## config.mk

```make
export PLATFORM = sky130hd
export DESIGN_NAME = thumb_branch_link_fixup_top_flat
export DESIGN_NICKNAME = d
export VERILOG_FILES = /design/src/hw/rtl/tblf_pkg.sv /design/src/hw/rtl/tblf_in_if.sv /design/src/hw/rtl/tblf_out_if.sv /design/src/hw/rtl/tblf_fixup.sv /design/src/hw/rtl/tblf_queue.sv /design/src/hw/rtl/thumb_branch_link_fixup_top.sv /design/src/flat_wrapper.sv
export SDC_FILE = /design/constraint.sdc
export NUM_CORES = 1
export LEC_CHECK = 0
export BUFFER_PORTS_ARGS = -buffer_cell sky130_fd_sc_hd__buf_2
export CORE_ASPECT_RATIO = 0.9
export CORE_UTILIZATION = 55
export DETAILED_ROUTE_END_ITERATION = 7
export GPL_TIMING_DRIVEN = 0
export PLACE_DENSITY_LB_ADDON = 0.25
export RECOVER_POWER = 25
export REMOVE_ABC_BUFFERS = 1
export SYNTH_ARGS = -nofsm -noshare
export SYNTH_HDL_FRONTEND = slang
export SYNTH_HIERARCHICAL = 1
export SYNTH_SLANG_ARGS = --single-unit
```

## constraint.sdc

```tcl
create_clock -name clk -period 9 [get_ports clk]
set_input_delay 2.7 -clock clk [delete_from_list [all_inputs] [get_ports clk]]
set_output_delay 2.7 -clock clk [all_outputs]
set_load 0.005 [all_outputs]
```

## src/hw/rtl/tblf_pkg.sv

```systemverilog
// Package: shared types and constants for the Thumb branch-link fixup block.
package tblf_pkg;

	// Halfword layout of a BL pair
	localparam int HW_W      = 16;
	localparam int TAG_W     = 5;
	localparam int IMM_W     = 11;
	localparam int OFFSET_W  = 23;
	localparam int POS_USED  = OFFSET_W - 1;

	localparam logic [TAG_W-1:0] PREFIX_TAG = 5'b11110;
	localparam logic [TAG_W-1:0] SUFFIX_TAG = 5'b11111;

	// Result queue geometry
	localparam int Q_DEPTH = 4;
	localparam int Q_AW    = 2;
	localparam int Q_CW    = 3;

	typedef struct packed {
		logic [HW_W-1:0] halfword;
		logic            last;
	} tblf_beat_t;

	// Up to two results per request: held word first, then the last word
	typedef struct packed {
		logic       vld0;
		tblf_beat_t beat0;
		logic       vld1;
		tblf_beat_t beat1;
	} tblf_push_t;

	typedef struct packed {
		logic held_valid;
		logic pos_zero;
	} tblf_fix_stat_t;

	typedef struct packed {
		logic [Q_CW-1:0] count;
	} tblf_q_stat_t;

endpackage

```

## src/hw/rtl/tblf_in_if.sv

```systemverilog
// Interface: input channel carrying code halfword requests.
interface tblf_in_if;
	logic        valid;
	logic        ready;
	logic [15:0] halfword;
	logic        last;

	modport source (output valid, output halfword, output last, input ready);
	modport sink   (input valid, input halfword, input last, output ready);
endinterface

```

## src/hw/rtl/tblf_out_if.sv

```systemverilog
// Interface: output channel carrying fixed-up halfword requests.
interface tblf_out_if;
	logic        valid;
	logic        ready;
	logic [15:0] out_halfword;
	logic        out_last;

	modport source (output valid, output out_halfword, output out_last, input ready);
	modport sink   (input valid, input out_halfword, input out_last, output ready);
endinterface

```

## src/hw/rtl/tblf_fixup.sv

```systemverilog
// Module: held-word and position state plus the BL pair re-encoding logic.
module tblf_fixup
	import tblf_pkg::*;
#(
	parameter int POSITION_WIDTH = 22
) (
	input  logic                clk,
	input  logic                arst_n,
	input  logic                accept,
	input  logic [HW_W-1:0]     halfword,
	input  logic                last,
	output tblf_push_t          push,
	output tblf_fix_stat_t      stat
);

	logic [HW_W-1:0]           held_q;
	logic                      held_valid_q;
	logic [POSITION_WIDTH-1:0] pos_q;

	logic                  pair_hit;
	logic [OFFSET_W-1:0]   joined;
	logic [OFFSET_W-1:0]   twice;
	logic [OFFSET_W-1:0]   rel;
	logic [HW_W-1:0]       prev_fix;
	logic [HW_W-1:0]       cur_fix;

	always_comb begin
		pair_hit = (halfword[HW_W-1 -: TAG_W] == SUFFIX_TAG) &&
		           (held_q[HW_W-1 -: TAG_W] == PREFIX_TAG);
		joined   = {held_q[IMM_W-1:0], halfword[IMM_W-1:0], 1'b0};
		twice    = {pos_q[POS_USED-1:0], 1'b0};
		rel      = joined - twice;
		if (pair_hit) begin
			prev_fix = {PREFIX_TAG, rel[OFFSET_W-1 -: IMM_W]};
			cur_fix  = {SUFFIX_TAG, rel[IMM_W:1]};
		end else begin
			prev_fix = held_q;
			cur_fix  = halfword;
		end
		push.vld0  = accept && held_valid_q;
		push.beat0 = '{halfword: prev_fix, last: 1'b0};
		push.vld1  = accept && last;
		push.beat1 = '{halfword: cur_fix, last: 1'b1};
		stat.held_valid = held_valid_q;
		stat.pos_zero   = (pos_q == '0);
	end

	always_ff @(posedge clk or negedge arst_n) begin
		if (!arst_n) begin
			held_q       <= '0;
			held_valid_q <= 1'b0;
			pos_q        <= '0;
		end else if (accept) begin
			if (last) begin
				held_q       <= '0;
				held_valid_q <= 1'b0;
				pos_q        <= '0;
			end else begin
				held_q       <= cur_fix;
				held_valid_q <= 1'b1;
				pos_q        <= pos_q + POSITION_WIDTH'(1);
			end
		end
	end

endmodule

```

## src/hw/rtl/tblf_queue.sv

```systemverilog
// Module: four-entry result queue taking up to two pushes per cycle.
module tblf_queue
	import tblf_pkg::*;
(
	input  logic          clk,
	input  logic          arst_n,
	input  tblf_push_t    push,
	input  logic          pop,
	output tblf_beat_t    head,
	output logic          not_empty,
	output logic          space,
	output tblf_q_stat_t  stat
);

	tblf_beat_t      mem_q [Q_DEPTH];
	logic [Q_AW-1:0] wr_ptr_q;
	logic [Q_AW-1:0] rd_ptr_q;
	logic [Q_CW-1:0] count_q;

	logic [Q_AW-1:0] idx1;
	logic [Q_CW-1:0] n_push;
	logic            do_pop;

	always_comb begin
		idx1      = wr_ptr_q + Q_AW'(push.vld0);
		n_push    = Q_CW'(push.vld0) + Q_CW'(push.vld1);
		not_empty = (count_q != '0);
		do_pop    = pop && not_empty;
		head      = mem_q[rd_ptr_q];
		// room for two pushes regardless of a pop this cycle
		space     = (count_q <= Q_CW'(Q_DEPTH - 2));
		stat.count = count_q;
	end

	always_ff @(posedge clk) begin
		if (push.vld0) begin
			mem_q[wr_ptr_q] <= push.beat0;
		end
		if (push.vld1) begin
			mem_q[idx1] <= push.beat1;
		end
	end

	always_ff @(posedge clk or negedge arst_n) begin
		if (!arst_n) begin
			wr_ptr_q <= '0;
			rd_ptr_q <= '0;
			count_q  <= '0;
		end else begin
			wr_ptr_q <= wr_ptr_q + Q_AW'(n_push);
			rd_ptr_q <= rd_ptr_q + Q_AW'(do_pop);
			count_q  <= count_q + n_push - Q_CW'(do_pop);
		end
	end

endmodule

```

## src/hw/rtl/thumb_branch_link_fixup_top.sv

```systemverilog
// Top level: Thumb BL pair fixup, absolute targets rewritten as relative offsets.
//
// A stream of 16-bit Thumb halfwords enters on "code" and leaves on "fixed".
// Each halfword is held until the next one arrives; when the held word is a
// BL prefix (top bits 11110) and the new one a BL suffix (top bits 11111),
// the 23-bit joined offset minus twice the suffix's position is written back
// into both halves. Output therefore lags input by one request: the first
// halfword of a block gives no result, and the halfword marked last flushes
// the held word (out_last 0) and then itself (out_last 1), after which the
// position restarts at 0. One halfword request is taken every clock cycle
// while the queue has room for two results; results go into a four-entry
// queue whose head drives "fixed" directly. A last request pushes two
// results, so the queue holds an extra result to drain after each block.
// The position counter is POSITION_WIDTH bits and wraps; only its low 22
// bits enter the offset arithmetic.
module thumb_branch_link_fixup_top
	import tblf_pkg::*;
#(
	parameter int POSITION_WIDTH = 22
) (
	input  logic       clk,
	input  logic       arst_n,
	tblf_in_if.sink    code,
	tblf_out_if.source fixed
);

	logic           accept;
	logic           space;
	logic           not_empty;
	tblf_push_t     push;
	tblf_beat_t     head;
	tblf_fix_stat_t fix_stat;
	tblf_q_stat_t   q_stat;

	assign code.ready = space;
	assign accept     = code.valid && space;

	// held word, position and the pair re-encoding
	tblf_fixup #(
		.POSITION_WIDTH(POSITION_WIDTH)
	) u_fixup (
		.clk      (clk),
		.arst_n   (arst_n),
		.accept   (accept),
		.halfword (code.halfword),
		.last     (code.last),
		.push     (push),
		.stat     (fix_stat)
	);

	// result queue decouples the output side from the input side
	tblf_queue u_queue (
		.clk       (clk),
		.arst_n    (arst_n),
		.push      (push),
		.pop       (fixed.ready),
		.head      (head),
		.not_empty (not_empty),
		.space     (space),
		.stat      (q_stat)
	);

	assign fixed.valid        = not_empty;
	assign fixed.out_halfword = head.halfword;
	assign fixed.out_last     = head.last;

	// queue never overfills
	a_q_bound: assert property (@(posedge clk) disable iff (!arst_n)
		q_stat.count <= Q_CW'(Q_DEPTH))
		else $error("result queue overflow");

	// a last request clears the held word and the position
	a_flush: assert property (@(posedge clk) disable iff (!arst_n)
		(accept && code.last) |=> (!fix_stat.held_valid && fix_stat.pos_zero))
		else $error("block end did not clear held state");

	// a request that does not end a block leaves a word held
	a_hold: assert property (@(posedge clk) disable iff (!arst_n)
		(accept && !code.last) |=> fix_stat.held_valid)
		else $error("halfword not held");

	// nothing held means position restarted
	a_pos: assert property (@(posedge clk) disable iff (!arst_n)
		!fix_stat.held_valid |-> fix_stat.pos_zero)
		else $error("position nonzero with empty hold");

endmodule
```

## src/flat_wrapper.sv

```systemverilog
// flat-port wrapper written by rule: the top's interface ports become plain ports
module thumb_branch_link_fixup_top_flat import tblf_pkg::*;
#(
	parameter int POSITION_WIDTH = 22
)
  (clk, arst_n, code_valid, code_halfword, code_last, code_ready, fixed_valid, fixed_out_halfword, fixed_out_last, fixed_ready);
  tblf_in_if code_i ();
  tblf_out_if fixed_i ();
  input  logic clk;
  input  logic arst_n;
  input wire logic [$bits(code_i.valid)-1:0] code_valid;
  input wire logic [$bits(code_i.halfword)-1:0] code_halfword;
  input wire logic [$bits(code_i.last)-1:0] code_last;
  output wire logic [$bits(code_i.ready)-1:0] code_ready;
  output wire logic [$bits(fixed_i.valid)-1:0] fixed_valid;
  output wire logic [$bits(fixed_i.out_halfword)-1:0] fixed_out_halfword;
  output wire logic [$bits(fixed_i.out_last)-1:0] fixed_out_last;
  input wire logic [$bits(fixed_i.ready)-1:0] fixed_ready;
  assign code_i.valid = code_valid;
  assign code_i.halfword = code_halfword;
  assign code_i.last = code_last;
  assign code_ready = code_i.ready;
  assign fixed_valid = fixed_i.valid;
  assign fixed_out_halfword = fixed_i.out_halfword;
  assign fixed_out_last = fixed_i.out_last;
  assign fixed_i.ready = fixed_ready;
  thumb_branch_link_fixup_top #(.POSITION_WIDTH(POSITION_WIDTH)) u_core (.clk(clk), .arst_n(arst_n), .code(code_i), .fixed(fixed_i));
endmodule
```

==> run_results.csv <==
group,metric,value,unit
setup_path,path_class,"input pin to register",
power_and_ir_drop,power_density,310,nW/µm²
sta,min_period,6.34,ns
route,dr.pass1.iters,5,
sta,finalCritPeriodShare,70.5,%
route,wl_per_cell,19.6,µm
floorplan,dieArea,13000,µm²
layout,fillers,894,
status,violations,"capacitance limit, slew limit",
floorplan,start_util,56.9,%
setup_path,endpoint_kind,"register",
clocking,cts_sinks,114,
clocking,clkTransAtPathRegs,0.05,ns
yosys,yosysWarningCount,6,
setup_path,start_kind,"input pin",
route,ant_nets,0,
setup_path,arrival,6.46,ns
clocking,cts-root-buf,"clkbuf_16",
layout,syn_to_final_growth,13.8,%
sta,holdWs,0.493,ns
setup_path,required,9.12,ns
route,routed_wl,15.3,mm
sta,slew_headroom,-79.7,%
clocking,clk_path_buf_depth,2,
global_routing,overflow,0,
placed_design,hpwl,10.5,mm
placed_design,io_buffer_count,39,
layout,final_area,7850,µm²
yosys,synth_cells,578,
layout,n_antenna_cell,0,
route,vias,4610,
yosys,syn_avg_cell_area,11.9,µm²
sta,slew_violations,47,
layout,fin_nets,658,
sta,timing.final.hold_violations,0,
floorplan,fp.dieW,120,µm
hold_path,hp-class,"register to register",
power_and_ir_drop,leakage,3.23,nW
clocking,postCtsHoldBufs,0,
power_and_ir_drop,ir_worst_vdd,0.170,mV
job,max_cap_viol_count,1,
sta,fmax,158,MHz
route,met1_length,6.78,mm
yosys,syn_area,6890,µm²
setup_path,path_max_fanout,20,
route,top_layer_used,"met4",
clocking,cts_tree,"yes",
sta,worstMarginPinSlew,2.70,ns
clocking,cts_resized,0,
floorplan,core-area,12100,µm²
clocking,post_cts_buffers,0,
floorplan,io_pins,40,
clocking,cts_buffers,17,
global_routing,grtUsageTotal,25.4,%
route,met3_length,677,µm
layout,instances_no_fill,780,
clocking,clk_latency,0.42,ns
layout,layout-drive-gt1-share,29.7,%
placed_design,place.gp.congestion,0.860,
global_routing,grt_pass1_wl,24.7,mm
global_routing,grt_max_degree,47,
global_routing,grt_pass1_vias,4783,
global_routing,antenna_found_initial,0,
sta,setup_violations,0,
placed_design,placed_area,7250,µm²
sta,finClkSkew,0.00995,ns
clocking,htree_levels,4,
sta,rsz0062_at_grt,"false",
status,outcome,"finished, violations left",
sta,fin_setup_tns,0,ns
placed_design,dp.cells,748,
route,wl_met2,7.56,mm
floorplan,die_y,108,µm
route,via_per_inst,5.91,
floorplan,rows,38,
route,drc_errors,0,
layout,mostFrequentLayoutCells,"edfxtp_1 (68), mux2_2 (64), dfrtp_1 (46)",
layout,final_common_cell,"edfxtp_1",
route,drt_iter0_drc,417,
## sequential cells by signal, indices dropped and copies added (netlist names)
signal                       cells
u_core/u_fixup/held_q           16
u_core/u_fixup/held_valid_q      1
u_core/u_fixup/pos_q            22
u_core/u_queue/mem_q            68
u_core/u_queue/rd_ptr_q          2
u_core/u_queue/stat              3
u_core/u_queue/wr_ptr_q          2
## area by class of cell
| cell class | instances | area [µm²] | area share (%) |
|---|---|---|---|
| well taps | 160 | 200 | 2.55 |
| flip-flops and latches | 114 | 3190 | 40.7 |
| clock buffers | 21 | 440 | 5.61 |
| multi-input cells | 390 | 3410 | 43.4 |
| repair buffers | 44 | 292 | 3.71 |
| clock inverters | 11 | 163 | 2.07 |
| inverters | 40 | 150 | 1.91 |
## critical path: stages
cell and delay, ns:
buf_2 0.07, and2_0 0.94, inv_1 0.63, nor2_2 0.54
and3_1 0.96, o21bai_2 0.38, buf_16 0.21
## final timing paths
| path | start | to | slack [ns] | cells after the start |
|---|---|---|---|---|
| min in group asynchronous | arst_n | u_core/u_fixup/pos_q[2]$_DFFE_PN0P_ | 3.14 | 1 |
| max in group asynchronous | arst_n | u_core/u_fixup/held_q[5]$_DFFE_PN0P_ | 4.33 | 1 |
| min | u_core/u_fixup/held_valid_q$_DFFE_PN0P_ | u_core/u_fixup/held_valid_q$_DFFE_PN0P_ | 0.49 | 1 |
| max reg2reg | u_core/u_queue/stat[0]$_DFF_PN0_ | u_core/u_queue/mem_q[1][12]$_DFFE_PP_ | 4.42 | 7 |
| min reg2reg | u_core/u_fixup/held_valid_q$_DFFE_PN0P_ | u_core/u_fixup/held_valid_q$_DFFE_PN0P_ | 0.49 | 1 |
| max | code_valid | u_core/u_queue/mem_q[1][12]$_DFFE_PP_ | 2.66 | 7 |
## power breakdown
group          switching [mW]  internal (mW)  leakage, nW  total [mW]
combinational           0.461          0.475         1.71       0.936
clock                   0.229          0.460        0.288       0.689
sequential              0.110          0.698         1.23       0.809
total                   0.800           1.63         3.23        2.43
## metrics by stage
step / setup slack [ns] / util [%] / total power, mW
after CTS: 3.13 / 64.7 / 2.45
after global routing: 2.55 / 64.7 / 2.57
final: 2.66 / 64.7 / 2.43
after global placement: 0.890 / 58.8 / 1.68
after detailed placement: 2.72 / 59.8 / 1.75
after floorplan: 2.96 / - / 1.48
## per-layer routing
metal	vias to the layer above	GRT usage [%]
li1	2170	-
met4	0	10.4
met2	138	41.9
met3	25	5.33
met5	-	0
met1	2277	32.8
Power figures use the tool's default switching activity.
